**config.mk**
```make
export PLATFORM = sky130hd
export DESIGN_NAME = basic_line_tokenizer_core
export DESIGN_NICKNAME = d
export VERILOG_FILES = /design/src/sv/blt_pkg.sv /design/src/sv/blt_out_queue.sv /design/src/sv/basic_line_tokenizer_core.sv
export VERILOG_INCLUDE_DIRS = /design/src /design/src/sv
export SDC_FILE = /design/constraint.sdc
export NUM_CORES = 1
export LEC_CHECK = 0
export ABC_AREA = 0
export BUFFER_PORTS_ARGS = -buffer_cell sky130_fd_sc_hd__buf_2
export CORE_UTILIZATION = 62
export DETAILED_ROUTE_END_ITERATION = 7
export PLACE_DENSITY = 0.8
export SYNTH_ARGS = -nofsm -noshare
export SYNTH_HDL_FRONTEND = slang
export SYNTH_SLANG_ARGS = --single-unit
```
**constraint.sdc**
```tcl
create_clock -name aclk -period 5.7 [get_ports aclk]
set_input_delay 0.57 -clock aclk [delete_from_list [all_inputs] [get_ports aclk]]
set_output_delay 0.57 -clock aclk [all_outputs]
set_load 0.02 [all_outputs]
```
**src/sv/basic_line_tokenizer_core_defines.svh**
```systemverilog
// assertion macros for the tokenizer core rtl
`ifndef BASIC_LINE_TOKENIZER_CORE_DEFINES_SVH
`define BASIC_LINE_TOKENIZER_CORE_DEFINES_SVH

// same-cycle implication, checked on aclk outside reset
`define BLT_ASSERT_NOW(label, pre, post, msg) \
    label: assert property (@(posedge aclk) disable iff (!aresetn) (pre) |-> (post)) \
        else $error(msg);

// next-cycle implication, checked on aclk outside reset
`define BLT_ASSERT_NEXT(label, pre, post, msg) \
    label: assert property (@(posedge aclk) disable iff (!aresetn) (pre) |=> (post)) \
        else $error(msg);

`endif

```
**src/sv/blt_pkg.sv**
```systemverilog
// shared types, codes and helpers for the line tokenizer
`default_nettype none

package blt_pkg;

    localparam int DEF_MAX_TOKENS = 64;
    localparam int DEF_MAX_TEXT   = 255;

    localparam int QUEUE_DEPTH = 4;
    localparam int QUEUE_AW    = $clog2(QUEUE_DEPTH);

    typedef enum logic [2:0] {
        MODE_IDLE,
        MODE_NUMBER,
        MODE_LETTER,
        MODE_WORD,
        MODE_STRING,
        MODE_LT,
        MODE_GT
    } lex_mode_t;

    localparam logic [4:0] KIND_NUMBER = 5'd0;
    localparam logic [4:0] KIND_VAR    = 5'd1;
    localparam logic [4:0] KIND_PLUS   = 5'd2;
    localparam logic [4:0] KIND_MINUS  = 5'd3;
    localparam logic [4:0] KIND_STAR   = 5'd4;
    localparam logic [4:0] KIND_SLASH  = 5'd5;
    localparam logic [4:0] KIND_LPAREN = 5'd6;
    localparam logic [4:0] KIND_RPAREN = 5'd7;
    localparam logic [4:0] KIND_EQ     = 5'd8;
    localparam logic [4:0] KIND_LT     = 5'd9;
    localparam logic [4:0] KIND_GT     = 5'd10;
    localparam logic [4:0] KIND_LE     = 5'd11;
    localparam logic [4:0] KIND_GE     = 5'd12;
    localparam logic [4:0] KIND_NE     = 5'd13;
    localparam logic [4:0] KIND_COMMA  = 5'd14;
    localparam logic [4:0] KIND_SEMI   = 5'd15;
    localparam logic [4:0] KIND_STRING = 5'd16;
    localparam logic [4:0] KIND_EOL    = 5'd17;
    localparam logic [4:0] KIND_WORD   = 5'd18;

    localparam logic [7:0] CH_NUL    = 8'h00;
    localparam logic [7:0] CH_TAB    = 8'h09;
    localparam logic [7:0] CH_SPACE  = 8'h20;
    localparam logic [7:0] CH_QUOTE  = 8'h22;
    localparam logic [7:0] CH_LPAREN = 8'h28;
    localparam logic [7:0] CH_RPAREN = 8'h29;
    localparam logic [7:0] CH_STAR   = 8'h2A;
    localparam logic [7:0] CH_PLUS   = 8'h2B;
    localparam logic [7:0] CH_COMMA  = 8'h2C;
    localparam logic [7:0] CH_MINUS  = 8'h2D;
    localparam logic [7:0] CH_SLASH  = 8'h2F;
    localparam logic [7:0] CH_ZERO   = 8'h30;
    localparam logic [7:0] CH_NINE   = 8'h39;
    localparam logic [7:0] CH_SEMI   = 8'h3B;
    localparam logic [7:0] CH_LT     = 8'h3C;
    localparam logic [7:0] CH_EQ     = 8'h3D;
    localparam logic [7:0] CH_GT     = 8'h3E;
    localparam logic [7:0] CH_UP_A   = 8'h41;
    localparam logic [7:0] CH_UP_Z   = 8'h5A;
    localparam logic [7:0] CH_LO_A   = 8'h61;
    localparam logic [7:0] CH_LO_Z   = 8'h7A;
    localparam logic [7:0] CASE_GAP  = 8'h20;

    typedef struct packed {
        logic [4:0]  kind;
        logic [31:0] value;
        logic [7:0]  text_char;
        logic        has_char;
        logic        token_last;
        logic        line_last;
    } token_res_t;

    function automatic logic is_digit(input logic [7:0] c);
        return (c >= CH_ZERO) && (c <= CH_NINE);
    endfunction

    function automatic logic is_upper(input logic [7:0] c);
        return (c >= CH_UP_A) && (c <= CH_UP_Z);
    endfunction

    function automatic logic is_lower(input logic [7:0] c);
        return (c >= CH_LO_A) && (c <= CH_LO_Z);
    endfunction

    function automatic logic is_alnum(input logic [7:0] c);
        return is_digit(c) || is_upper(c) || is_lower(c);
    endfunction

    function automatic logic [7:0] to_upper(input logic [7:0] c);
        return is_lower(c) ? 8'(c - CASE_GAP) : c;
    endfunction

    // single-character operators; anything else maps to KIND_WORD
    function automatic logic [4:0] op_kind(input logic [7:0] c);
        logic [4:0] k;
        case (c)
            CH_PLUS:   k = KIND_PLUS;
            CH_MINUS:  k = KIND_MINUS;
            CH_STAR:   k = KIND_STAR;
            CH_SLASH:  k = KIND_SLASH;
            CH_LPAREN: k = KIND_LPAREN;
            CH_RPAREN: k = KIND_RPAREN;
            CH_EQ:     k = KIND_EQ;
            CH_COMMA:  k = KIND_COMMA;
            CH_SEMI:   k = KIND_SEMI;
            default:   k = KIND_WORD;
        endcase
        return k;
    endfunction

    function automatic token_res_t make_res(input logic [4:0] kind, input logic [31:0] value,
                                            input logic [7:0] c, input logic has,
                                            input logic tl, input logic ll);
        token_res_t r;
        r.kind       = kind;
        r.value      = value;
        r.text_char  = has ? c : 8'd0;
        r.has_char   = has;
        r.token_last = tl;
        r.line_last  = ll;
        return r;
    endfunction

endpackage

`default_nettype wire

```
**src/sv/blt_out_queue.sv**
```systemverilog
// small result queue taking up to two results per cycle and giving one
`default_nettype none

module blt_out_queue import blt_pkg::*; (
    input  wire logic       aclk,
    input  wire logic       aresetn,
    input  wire logic [1:0] push_cnt,
    input  wire token_res_t push0,
    input  wire token_res_t push1,
    output logic            space2,
    output token_res_t      head,
    output logic            head_vld,
    input  wire logic       pop
);

    localparam int CW = QUEUE_AW + 1;

    token_res_t          mem [QUEUE_DEPTH];
    logic [QUEUE_AW-1:0] wr_ptr_reg, wr_ptr_next;
    logic [QUEUE_AW-1:0] rd_ptr_reg, rd_ptr_next;
    logic [CW-1:0]       count_reg, count_next;
    logic [QUEUE_AW-1:0] wr_ptr_plus1;

    assign wr_ptr_plus1 = wr_ptr_reg + QUEUE_AW'(1);
    assign wr_ptr_next  = wr_ptr_reg + QUEUE_AW'(push_cnt);
    assign rd_ptr_next  = rd_ptr_reg + QUEUE_AW'(pop);
    assign count_next   = count_reg + CW'(push_cnt) - CW'(pop);

    assign space2   = count_reg <= CW'(QUEUE_DEPTH - 2);
    assign head_vld = count_reg != '0;
    assign head     = mem[rd_ptr_reg];

    always_ff @(posedge aclk) begin
        if (push_cnt != 2'd0) begin
            mem[wr_ptr_reg] <= push0;
        end
        if (push_cnt == 2'd2) begin
            mem[wr_ptr_plus1] <= push1;
        end
    end

    always_ff @(posedge aclk) begin
        if (!aresetn) begin
            wr_ptr_reg <= '0;
            rd_ptr_reg <= '0;
            count_reg  <= '0;
        end else begin
            wr_ptr_reg <= wr_ptr_next;
            rd_ptr_reg <= rd_ptr_next;
            count_reg  <= count_next;
        end
    end

endmodule

`default_nettype wire

```
**src/sv/basic_line_tokenizer_core.sv**
```systemverilog
// Streaming lexer for one line of a small BASIC dialect.
// Input channel s_*: one character per transfer in s_tdata[7:0]; a zero byte
// ends the line. Result channel m_*: one token result per transfer, with
// value and text character in m_tdata, kind/has_char/token_last in m_tuser
// and the end-of-line marker on m_tlast. Words and strings stream one
// character per result, delayed by one held character of lookahead.
// Each accepted character yields zero, one or two results. The lexer state
// updates in the accept cycle and the results are written into a 4-entry
// queue, whose head drives m_*.
// Throughput is one character per cycle while the queue has room for two
// results; a character that makes two results needs two output transfers,
// so the output port sets the sustained rate.
// s_tready depends only on the queue fill, never on m_tready directly. When
// the receiver stalls, results wait in the queue and s_tready drops once
// fewer than two entries are free.
// Reset (aresetn low, synchronous) empties the queue and returns the lexer to
// idle between tokens with zero token count.
`default_nettype none

module basic_line_tokenizer_core import blt_pkg::*; #(
    parameter int MAX_TOKENS = DEF_MAX_TOKENS,
    parameter int MAX_TEXT   = DEF_MAX_TEXT
) (
    input  wire logic        aclk,
    input  wire logic        aresetn,
    input  wire logic        s_tvalid,
    output logic             s_tready,
    input  wire logic [7:0]  s_tdata,   // [7:0] ch
    output logic             m_tvalid,
    input  wire logic        m_tready,
    output logic [39:0]      m_tdata,   // [31:0] value, [39:32] text_char
    output logic [6:0]       m_tuser,   // [4:0] kind, [5] has_char, [6] token_last
    output logic             m_tlast    // line_last
);

`include "basic_line_tokenizer_core_defines.svh"

    localparam logic [6:0] TOKEN_CAP = 7'(MAX_TOKENS);
    localparam logic [7:0] TEXT_CAP  = 8'(MAX_TEXT);

    lex_mode_t   mode_reg, mode_next;
    logic [31:0] acc_reg, acc_next;
    logic [7:0]  held_reg, held_next;
    logic [7:0]  tlen_reg, tlen_next;
    logic [6:0]  ttotal_reg, ttotal_next;

    logic        s_fire;
    logic [7:0]  ch;
    logic [7:0]  eff_len;
    logic        fresh;
    logic        res_a_vld, res_b_vld;
    token_res_t  res_a, res_b;
    token_res_t  push0;
    logic [1:0]  push_cnt;
    token_res_t  head;
    logic        head_vld;
    logic        space2;

    assign ch     = s_tdata;
    assign s_fire = s_tvalid && s_tready;

    always_comb begin
        mode_next   = mode_reg;
        acc_next    = acc_reg;
        held_next   = held_reg;
        tlen_next   = tlen_reg;
        ttotal_next = ttotal_reg;
        eff_len     = tlen_reg;
        fresh       = 1'b0;
        res_a_vld   = 1'b0;
        res_b_vld   = 1'b0;
        res_a       = '0;
        res_b       = '0;

        if (s_fire) begin
            case (mode_reg)
                MODE_NUMBER: begin
                    if (is_digit(ch)) begin
                        acc_next = (acc_reg << 3) + (acc_reg << 1)
                                 + {24'd0, 8'(ch - CH_ZERO)};
                    end else begin
                        res_a_vld = 1'b1;
                        res_a     = make_res(KIND_NUMBER, acc_reg, CH_NUL, 1'b0, 1'b1, 1'b0);
                        acc_next  = '0;
                        fresh     = 1'b1;
                    end
                end
                MODE_LETTER, MODE_WORD: begin
                    if (mode_reg == MODE_LETTER && !is_alnum(ch)) begin
                        res_a_vld = 1'b1;
                        res_a     = make_res(KIND_VAR, {24'd0, 8'(held_reg - CH_UP_A)},
                                             CH_NUL, 1'b0, 1'b1, 1'b0);
                        fresh     = 1'b1;
                    end else begin
                        // a letter followed by an alphanumeric turns into a word
                        eff_len   = (mode_reg == MODE_LETTER) ? 8'd1 : tlen_reg;
                        res_a_vld = 1'b1;
                        if (is_alnum(ch) && eff_len < TEXT_CAP) begin
                            res_a     = make_res(KIND_WORD, '0, held_reg, 1'b1, 1'b0, 1'b0);
                            held_next = to_upper(ch);
                            tlen_next = 8'(eff_len + 8'd1);
                            mode_next = MODE_WORD;
                        end else begin
                            res_a     = make_res(KIND_WORD, '0, held_reg, 1'b1, 1'b1, 1'b0);
                            tlen_next = '0;
                            fresh     = 1'b1;
                        end
                    end
                end
                MODE_STRING: begin
                    if (ch == CH_QUOTE || ch == CH_NUL || tlen_reg >= TEXT_CAP) begin
                        res_a_vld = 1'b1;
                        res_a     = make_res(KIND_STRING, '0, held_reg, tlen_reg != '0,
                                             1'b1, 1'b0);
                        tlen_next = '0;
                        if (ch == CH_QUOTE) begin
                            mode_next = MODE_IDLE;
                        end else begin
                            fresh = 1'b1;
                        end
                    end else begin
                        // the held character goes out once its successor is known
                        res_a_vld = tlen_reg != '0;
                        res_a     = make_res(KIND_STRING, '0, held_reg, 1'b1, 1'b0, 1'b0);
                        held_next = ch;
                        tlen_next = 8'(tlen_reg + 8'd1);
                    end
                end
                MODE_LT: begin
                    res_a_vld = 1'b1;
                    if (ch == CH_EQ) begin
                        res_a     = make_res(KIND_LE, '0, CH_NUL, 1'b0, 1'b1, 1'b0);
                        mode_next = MODE_IDLE;
                    end else if (ch == CH_GT) begin
                        res_a     = make_res(KIND_NE, '0, CH_NUL, 1'b0, 1'b1, 1'b0);
                        mode_next = MODE_IDLE;
                    end else begin
                        res_a = make_res(KIND_LT, '0, CH_NUL, 1'b0, 1'b1, 1'b0);
                        fresh = 1'b1;
                    end
                end
                MODE_GT: begin
                    res_a_vld = 1'b1;
                    if (ch == CH_EQ) begin
                        res_a     = make_res(KIND_GE, '0, CH_NUL, 1'b0, 1'b1, 1'b0);
                        mode_next = MODE_IDLE;
                    end else begin
                        res_a = make_res(KIND_GT, '0, CH_NUL, 1'b0, 1'b1, 1'b0);
                        fresh = 1'b1;
                    end
                end
                default: begin
                    fresh = 1'b1;
                end
            endcase

            // end line on NUL, skip blank or at token cap, else start a token
            if (fresh) begin
                mode_next = MODE_IDLE;
                if (ch == CH_NUL) begin
                    res_b_vld   = 1'b1;
                    res_b       = make_res(KIND_EOL, '0, CH_NUL, 1'b0, 1'b1, 1'b1);
                    acc_next    = '0;
                    held_next   = '0;
                    tlen_next   = '0;
                    ttotal_next = '0;
                end else if (ch == CH_SPACE || ch == CH_TAB || ttotal_reg >= TOKEN_CAP) begin
                    mode_next = MODE_IDLE;
                end else begin
                    ttotal_next = 7'(ttotal_reg + 7'd1);
                    if (is_digit(ch)) begin
                        mode_next = MODE_NUMBER;
                        acc_next  = {24'd0, 8'(ch - CH_ZERO)};
                    end else if (is_upper(ch)) begin
                        mode_next = MODE_LETTER;
                        held_next = ch;
                    end else if (is_lower(ch)) begin
                        mode_next = MODE_WORD;
                        held_next = to_upper(ch);
                        tlen_next = 8'd1;
                    end else if (ch == CH_QUOTE) begin
                        mode_next = MODE_STRING;
                        tlen_next = '0;
                    end else if (ch == CH_LT) begin
                        mode_next = MODE_LT;
                    end else if (ch == CH_GT) begin
                        mode_next = MODE_GT;
                    end else begin
                        res_b_vld = 1'b1;
                        res_b     = make_res(op_kind(ch), '0, ch, op_kind(ch) == KIND_WORD,
                                             1'b1, 1'b0);
                    end
                end
            end
        end
    end

    always_ff @(posedge aclk) begin
        if (!aresetn) begin
            mode_reg   <= MODE_IDLE;
            acc_reg    <= '0;
            held_reg   <= '0;
            tlen_reg   <= '0;
            ttotal_reg <= '0;
        end else begin
            mode_reg   <= mode_next;
            acc_reg    <= acc_next;
            held_reg   <= held_next;
            tlen_reg   <= tlen_next;
            ttotal_reg <= ttotal_next;
        end
    end

    assign push0    = res_a_vld ? res_a : res_b;
    assign push_cnt = 2'(res_a_vld) + 2'(res_b_vld);

    blt_out_queue u_queue (
        .aclk     (aclk),
        .aresetn  (aresetn),
        .push_cnt (push_cnt),
        .push0    (push0),
        .push1    (res_b),
        .space2   (space2),
        .head     (head),
        .head_vld (head_vld),
        .pop      (m_tvalid && m_tready)
    );

    assign s_tready = space2;
    assign m_tvalid = head_vld;
    assign m_tdata  = {head.text_char, head.value};
    assign m_tuser  = {head.token_last, head.has_char, head.kind};
    assign m_tlast  = head.line_last;

    `BLT_ASSERT_NOW(a_eol_ends_token, m_tvalid && m_tlast, m_tuser[6], "eol result without token_last")
    `BLT_ASSERT_NOW(a_no_char_zero, m_tvalid && !m_tuser[5], m_tdata[39:32] == 8'd0, "stray text char")
    `BLT_ASSERT_NEXT(a_eol_clears, s_fire && ch == CH_NUL, mode_reg == MODE_IDLE && ttotal_reg == '0 && tlen_reg == '0, "line state not cleared")
    `BLT_ASSERT_NOW(a_caps_hold, 1'b1, ttotal_reg <= TOKEN_CAP && tlen_reg <= TEXT_CAP, "cap exceeded")

endmodule

`default_nettype wire
```
==> out/summary.md, run 1 <==
The flow ran to the end, and the final reports show no timing, DRC or antenna violations. The clock root buffer master was sky130_fd_sc_hd__clkbuf_16. The maximum fanout count along the critical path was 16. The hold-critical path endpoint was held_reg[4].

The beginning of the worst register-to-register path was mode_reg[1]. The clock input transition at the sequential cells of the worst setup and hold paths came out at 60 ps. The ratio of total power to cell area was 348 mW/mm2. The HPWL after detailed placement is 24300 um.

After the first detailed-routing iteration, the DRC count stood at 1138. Compared with the post-synthesis result, the final layout area differs by 9.31%. The most used flip-flop cell after synthesis is sky130_fd_sc_hd__dfxtp_1.

TritonCTS built the clock tree. The synthesized netlist devotes 12.3% of its cell area to simple gates. For the final routed database, the setup TNS stands at 0 ps. The final hold violation count was 0.

For this run, asynchronously set or reset flops after synthesis account for 0%. The clock share of power was 31.6%; the global-route wire length before repair was 55900 um. The analysis attributes to cell leakage a power of 5.89 nW. 0 antenna diodes ended up in the layout. Post-CTS repair changed the size of 0 cells. After layout, the minimum clock period comes to 5220 ps. Once the floorplan was initialized, standard cells occupied 63.2% of the core. Headroom to the max-slew limit came out at 20.2%.

Max-cap violations in this run came to 0. For the pin with the worst max-slew slack, the measured transition is 1200 ps. Synthesis inferred 257 register bits. The via count of the first global-routing pass came out at 10500. The initial antenna violation count is 0, and the chip height is 151 um. The worst setup path is captured at a flip-flop. Summing the sequential cell areas from Yosys gives 41.9% of the chip area. The floorplan step defined a die boundary enclosing 0.0228 mm2. The critical path starts at mode_reg[1]. The clock reaches the later pin of the worst-skew pair after 540 ps. The combinational cell fraction of total power is 26.6%, and the number of nets with antenna violations after detailed routing is 0. In this run the worst hold path is classified as primary input to flip-flop. The post-synthesis average cell area is 10.2 um2, and the count of warnings emitted by yosys is 0. STA classifies the critical path startpoint as a flip-flop.

Routability-driven placement finished with a final weighted congestion of 0.982. The highest clock frequency the design can meet is 192 MHz, and the largest net degree at the start of global routing is 50. The routed length per instance is 21.5 um. The distinct cell type count of the synthesized netlist was 87; the largest vdd supply drop was 290 uV. Summing the areas of all xor and xnor instances in the mapped netlist gives 2.92% of the synthesized area.

The number of nets handed over by synthesis was 1447. In the final layout, the share of cells above drive strength 1 is 14.5%. For the worst setup path, the data required time is 5980 ps. The final layout contains 1465 nets. The number of input and output port buffers inserted was 61; the clock tree skew after final layout was 11.2 ps. Counting instances, the worst hold path has a depth of 2. The worst hold path begins at s_tdata[4]. The routed layout has 11400 vias. For the worst flop-to-flop path, the logic depth is 15.

The flip-flop count of the largest register, all copies and words added was 192. Hold timing on the final database bottoms out at a slack of 443 ps. The logs give 1 for the total number of H-tree levels and 5500 ps for the arrival time reported for the critical path endpoint. The number of enable flip-flop cells after synthesis works out to 64. The library cell used most frequently in the layout, excluding fill and tap cells, is sky130_fd_sc_hd__dfxtp_1. Net switching is 33.6% of the power. Leaving out fill and tap cells, the most frequent cells in the layout are sky130_fd_sc_hd__dfxtp_1, sky130_fd_sc_hd__a22o_1, sky130_fd_sc_hd__nand2_1.

The tools report the slack of the worst reg-to-reg path as 480 ps. For this run, the detailed router's first-pass iteration total came to 6. For this design the total switching power over the nets is 1.76 mW. The final number of max-transition violations is 0, and the number of setup violations in the final report is 0. The clock passes through at most 3 buffers.

The mapped netlist covers 0.0138 mm2. For this design, the sink count on the clock tree is 257. The tools report the setup fix buffers added after clock tree synthesis as 0. The hold-fix buffer count after cts was 0; the share of cell area taken by muxes after synthesis was 8.22%. Setup repair after global routing left no endpoint under its margin. The run gives 1636 as the final-layout fill cell count. The core area is 0.0218 mm2. The worst register-to-register path ends at u_queue.mem[1][7]. The critical path is of the flip-flop to flip-flop type. After global routing the overflow that remains totals 0. The logs give 1354 for the synthesized instance count and 62 for the number of placed I/O pins. The initialized floorplan defines 54 standard-cell rows. Of the total synthesized cell area, the portion taken by full adders, half adders and majority gates is 7.80%. The internal power of the cells totals 3.48 mW. Global routing used 31.4% of the available tracks. After detailed routing, the number of vias per cell comes to 6.81.

Combinational family with the most area after synthesis: compound AO/OA/AOI/OAI gates. The final critical path takes up 91.6% of the cycle. For this run, design rule violations remaining after detail routing come to 0. The share of total power dissipated in sequential elements is 41.8%. The tools report the clock buffer count from CTS as 26.

The post-synthesis compound-gate area fraction was 23.2%; the total routed wirelength was 35900 um. The die is 151 um wide.
through the flow:
step                      util [%]  area (um2)  cells  total power [mW]  setup slack, ps
final                         69.1       15100   1670              5.25              481
after global routing          69.1       15100   1670              5.46              211
after CTS                     69.1       15100   1670              5.24              637
after detailed placement      65.3       14200   1624              3.60              515
after global placement        65.3       14200   1624              3.57              654
after floorplan                  -       13800   1354              3.19             1130
per-layer routing:
metal | vias to the layer above | global-route usage [%] | part of all wire [%]
met1 | 5458 | 45.4 | 43
met5 | - | 0 | 0
met2 | 608 | 48.1 | 44
met3 | 96 | 4.91 | 9.6
li1 | 5218 | - | -
met4 | 0 | 9.70 | 2.8
power groups by stage:
| stage | clock network, mW | logic, mW | registers (mW) |
|---|---|---|---|
| 2_1_floorplan | 0 | 1.11 | 2.08 |
| 4_1_cts | 1.67 | 1.38 | 2.19 |
| 3_5_place_dp | 0 | 1.37 | 2.23 |
| 6_report | 1.66 | 1.40 | 2.19 |
| 5_1_grt | 1.74 | 1.50 | 2.22 |
| 3_3_place_gp | 0 | 1.34 | 2.22 |
worst max path at each step:
stage	slack (ps)	end	cells after the start
finish	480	u_queue.mem[1][7]	15
global route	210	u_queue.mem[1][7]	15
CTS	640	u_queue.mem[1][7]	15
detailed placement	510	u_queue.mem[1][7]	15
global placement	650	u_queue.mem[1][8]	15
floorplan	1130	u_queue.mem[1][0]	17
kinds of logic after synthesis:
| group | Yosys count |
|---|---|
| AOI/OAI and AO/OA | 447 |
| xor gates and xnor gates | 46 |
| and+or+nand+nor | 345 |
| adders and majority gates | 82 |
| muxes | 53 |
| buffers and inverters | 124 |
| DFF | 257 |
final cells by class:
type	count	area [um2]	share of cell area [%]
multi-input combinational	973	7520	49.9
sequential	257	5790	38.4
clock buffer	37	744	4.94
timing repair buffer	80	448	2.97
tap	280	350	2.32
inverter	34	128	0.846
clock inverter	9	92.6	0.614
cells in the mapped netlist, types with 9 or more instances:
cell type / instances / area share [%]
sky130_fd_sc_hd__buf_1: 9 / 0.24
sky130_fd_sc_hd__dfxtp_1: 193 / 28
sky130_fd_sc_hd__a22o_1: 150 / 9.5
sky130_fd_sc_hd__xnor2_1: 24 / 1.5
sky130_fd_sc_hd__inv_1: 33 / 0.90
sky130_fd_sc_hd__o22ai_1: 29 / 1.3
sky130_fd_sc_hd__ha_1: 74 / 6.7
sky130_fd_sc_hd__nand2b_1: 10 / 0.45
sky130_fd_sc_hd__o21ai_1: 21 / 0.76
sky130_fd_sc_hd__clkbuf_1: 68 / 1.9
sky130_fd_sc_hd__o21ai_0: 89 / 3.2
sky130_fd_sc_hd__and2_1: 21 / 0.95
sky130_fd_sc_hd__a21oi_1: 56 / 2.0
sky130_fd_sc_hd__nand4_1: 12 / 0.54
sky130_fd_sc_hd__nor3_1: 13 / 0.47
sky130_fd_sc_hd__nand3_1: 25 / 0.91
sky130_fd_sc_hd__edfxtp_1: 64 / 14
sky130_fd_sc_hd__nand2_1: 129 / 3.5
sky130_fd_sc_hd__o211ai_1: 9 / 0.49
sky130_fd_sc_hd__nor2_1: 71 / 1.9
sky130_fd_sc_hd__mux4_2: 48 / 7.8
sky130_fd_sc_hd__xor2_1: 22 / 1.4
sky130_fd_sc_hd__buf_2: 10 / 0.36
sky130_fd_sc_hd__a31oi_1: 11 / 0.50
worst max-delay path, cell delays in order, from the launching register on:
cell,delay [ps]
sky130_fd_sc_hd__dfxtp_1,700
sky130_fd_sc_hd__nand2_1,310
sky130_fd_sc_hd__nor2_1,250
sky130_fd_sc_hd__nor2_1,70
sky130_fd_sc_hd__ha_1,280
sky130_fd_sc_hd__and4_1,280
sky130_fd_sc_hd__mux2_1,370
sky130_fd_sc_hd__a311oi_4,520
sky130_fd_sc_hd__a221o_1,410
sky130_fd_sc_hd__inv_1,80
sky130_fd_sc_hd__ha_1,250
sky130_fd_sc_hd__inv_1,110
sky130_fd_sc_hd__or3_1,230
sky130_fd_sc_hd__a21boi_1,560
sky130_fd_sc_hd__nor2_1,280
sky130_fd_sc_hd__a22o_1,260
(Power assumes the default switching activity.)
==> run 2: changes to the inputs <==
--- a/config.mk
+++ b/config.mk
@@ -8,7 +8,9 @@
 export LEC_CHECK = 0
 export ABC_AREA = 0
 export BUFFER_PORTS_ARGS = -buffer_cell sky130_fd_sc_hd__buf_2
-export CORE_UTILIZATION = 62
+export CELL_PAD_IN_SITES_DETAIL_PLACEMENT = 1
+export CELL_PAD_IN_SITES_GLOBAL_PLACEMENT = 2
+export CORE_UTILIZATION = 41
 export DETAILED_ROUTE_END_ITERATION = 7
 export PLACE_DENSITY = 0.8
 export SYNTH_ARGS = -nofsm -noshare
==> run 2 against run 1 <==
Compared with the run above: sequential power is essentially flat; critical path type unchanged; via count shrank 1.6%; sequential share of layout area shrank 0.99 points; combinational power grew 6%; setup slack gained 270 ps; utilization shrank 22 points; critical endpoint is now u_queue.mem[3][8]; clock-buffer cell count grew 4; flip-flop and latch count is the same; clock power grew 11%; register-to-register slack gained 270 ps; wire length grew 19%.
==> out/summary.md, run 2 (synthesized netlist as in run 1, its figures left out) <==
The run finished with clean final reports. The flip-flop count of the largest register, all copies and words added works out to 192 (unchanged). Switching component of the power: 1.90 mW (+8.0%). The share of final-layout standard cells stronger than drive strength 1 was 15.6% (+1.1 points); the initial core utilization was 42.1% (-21 points).

The max-slew headroom at the worst pin was 29.0% (+8.7 points). The category of the most critical setup path is flip-flop to flip-flop. The leading cell type in the layout, fill and taps excluded is sky130_fd_sc_hd__dfxtp_1. The clock input transition at the sequential cells of the worst setup and hold paths came out at 60 ps (about the same). Number of input and output port buffers inserted: 61 (unchanged).

The tools report the largest vdd supply drop as 274 uV (-5.6%). The tools report the arrival time reported for the critical path endpoint as 5270 ps (-230 ps). The start point of the critical path is mode_reg[1].

The startpoint kind of the worst setup timing path is a flip-flop. The tools report the overall routing resource usage as 25.2% (-6.1 points). The beginning of the worst register-to-register path is mode_reg[1].

Final number of max-transition violations: 0 (unchanged). From synthesis to final layout, the design area changed by 12.2%. Counting stages on the worst path, the most repeated cell is sky130_fd_sc_hd__nor2_1.

For the via count of the first global-routing pass, the log shows 11400 (+7.9%). The ratio of routed vias to standard cells was 6.05 (-11%); the time the final worst path needs with I/O delays and setup was 4950 ps (-271 ps). The logs give 0.0145 mm2 (+2.1%) for the instance area at placement and 0 (unchanged) for the max capacitance violation total.

For the number of nets with antenna violations after detailed routing, the log shows 0 (unchanged). The cell with the biggest individual delay on the critical path was sky130_fd_sc_hd__dfxtp_1. The die extent in x works out to 185 um (+23%).

For the final global-route overflow total, the log shows 0 (unchanged). The logs give 0 (unchanged) for the final hold violation count and 5 (-1) for the number of iterations in the first detailed-routing pass. The logs give 15.8 ps (+4.57 ps) for the clock tree skew after final layout and 1481 (+1.1%) for the net count of the finished layout. The largest net degree at the start of global routing was 50 (unchanged); the buffer depth of the longest clock path was 3 (unchanged). The internal power contribution is 3.61 mW (+3.6%). Leaving out fill and tap cells, the most frequent cells in the layout are sky130_fd_sc_hd__dfxtp_1, sky130_fd_sc_hd__a22o_1, sky130_fd_sc_hd__nand2_1. For the overall power consumption, the log shows 5.51 mW (+5.1%). The tools report the capturing element type of the critical path as a flip-flop.

The routed length per instance was 23.1 um (+7.3%). The final total negative setup slack is 0 ps (unchanged). The post-cts repair resize count was 0 (unchanged).

The area enclosed by the die boundary is 0.0344 mm2 (+50%), and the number of clock sinks seen by CTS is 257 (unchanged). The tools report the core area as 0.0328 mm2 (+50%). The maximum fanout count along the critical path works out to 16 (unchanged). Clock root buffer master: sky130_fd_sc_hd__clkbuf_16. TritonCTS built the clock tree. Setup repair after global routing left no endpoint under its margin. Last weighted congestion value of the routability-driven placer: 0.882 (-10%). The clock share of power came out at 33.3% (+1.7 points). The transition time at the pin with the least slew margin came out at 1060 ps (-139 ps). The number of buffers and inverters on the critical path was 0 (-2); the area of all placed cells without fillers was 0.0155 mm2 (+2.7%). The detailed placer's ending HPWL is 29500 um (+21%). For the number of vias in the routed layout, the log shows 11200 (-1.6%). The initial antenna violation count is 1 (+1). The tools report the combinational cell fraction of total power as 26.9% (+0.3 points). The highest clock frequency the design can meet was 202 MHz (+5.5%). On the critical path the largest part of the delay comes from compound AO/OA/AOI/OAI gates.

The tools report the total number of H-tree levels as 1 (unchanged). The run gives 0 (unchanged) as the number of setup violations in the final report. The clock buffer count from CTS is 29 (+12%), and the final routed DRC violation total is 0 (unchanged).

Number of rows created at floorplan: 66 (+22%). The delay of the slowest cell on the worst path is 660 ps (-40 ps), and the number of placed I/O pins is 62 (unchanged). The logs give 3645 (+120%) for the final-layout fill cell count and 750 ps (+270 ps) for the slack of the worst reg-to-reg path. Walking the worst path, the cells encountered are nand2_1 -> nor2_1 -> nor2_1 -> ha_1 -> and4_1 -> mux2_1 -> a311oi_4 -> a221o_1 -> ha_1 -> and3b_1 -> a21oi_1 -> nor2_1 -> a22o_1. For the clock network latency to the later pin of the worst-skew pair, the log shows 570 ps (+30 ps). The total routed wirelength is 42700 um (+19%). Worst min-delay path startpoint: s_tdata[4]. The tools report the static leakage as 6.00 nW (+1.9%).

The run gives 752 (-34%) as the initial DRC count. The tools report the combined area of the multi-input logic cells as 0.00752 mm2 (unchanged). The final critical-path share of the clock period is 86.8% (-4.8 points). The worst min-delay path class is primary input to flip-flop.

The run gives 0.00579 mm2 (unchanged) as the combined flip-flop and latch cell area. The chip height was 185 um (+23%). The run gives 39.8% (-2.0 points) as the sequential cell fraction of total power. Required time reported for the critical path endpoint: 6020 ps (+40 ps). The proportion of total power due to net switching was 34.5% (+0.93 points). Ratio of total power to cell area: 356 mW/mm2 (+2.3%).

Setup fix buffers added after clock tree synthesis: 0 (unchanged). The global-route wire length before repair is 67100 um (+20%), and the final antenna diode count is 0 (unchanged). Hold-fix buffer count after cts: 0 (unchanged).
run 2: changes by cell type in the layout (fill, tap and decap cells not counted), sizes merged:
cell      before  now
buf           80   93
clkbuf        37   41
clkinv         5    8
clkinvlp       1    0
run 2: per-stage QoR:
| stage | setup slack [ps] | std cells | util [%] | hold WS [ps] |
|---|---|---|---|---|
| 4_1_cts | 856 | 1851 | 47.2 | 406 |
| 5_1_grt | 417 | 1851 | 47.2 | 424 |
| 6_report | 752 | 1851 | 47.2 | 425 |
| 3_3_place_gp | 817 | 1799 | 44.4 | 429 |
| 3_5_place_dp | 731 | 1799 | 44.4 | 442 |
| 2_1_floorplan | 1130 | 1354 | - | 420 |
run 2: layout make-up:
class / count / share of cell area [%]
flip-flops and latches: 257 / 37.4
repair buffers: 93 / 3.52
multi-input cells: 973 / 48.6
clock inverters: 11 / 0.736
well taps: 442 / 3.57
clock buffers: 41 / 5.32
inverters: 34 / 0.825
run 2: final timing paths:
kind                                           end  cells after the start
worst max-delay path             u_queue.mem[3][8]                     13
worst min-delay path                   held_reg[4]                      2
worst max register to register   u_queue.mem[3][8]                     13
worst min register to register  u_queue.mem[3][16]                      2
run 2: power by group through the flow:
stage / registers, mW / clock network [mW] / logic, mW
final: 2.19 / 1.84 / 1.48
after floorplan: 2.08 / 0 / 1.11
after global routing: 2.22 / 1.94 / 1.60
after CTS: 2.20 / 1.88 / 1.48
after detailed placement: 2.24 / 0 / 1.47
after global placement: 2.23 / 0 / 1.45
run 2: worst reg2reg max path: cells and delay by family, from the launching register on:
family                     cells  cell delay [ps]
DFF                            1              660
and+or+nand+nor                6             1440
adders and majority gates      2              590
AOI/OAI and AO/OA              4             1630
muxes                          1              370
run 2: layer usage:
metal / GRT usage [%] / routed length (um)
met5: 0 / 0
met4: 6.25 / 1010
met3: 2.63 / 2140
met2: 40.5 / 19300
met1: 36.2 / 20300
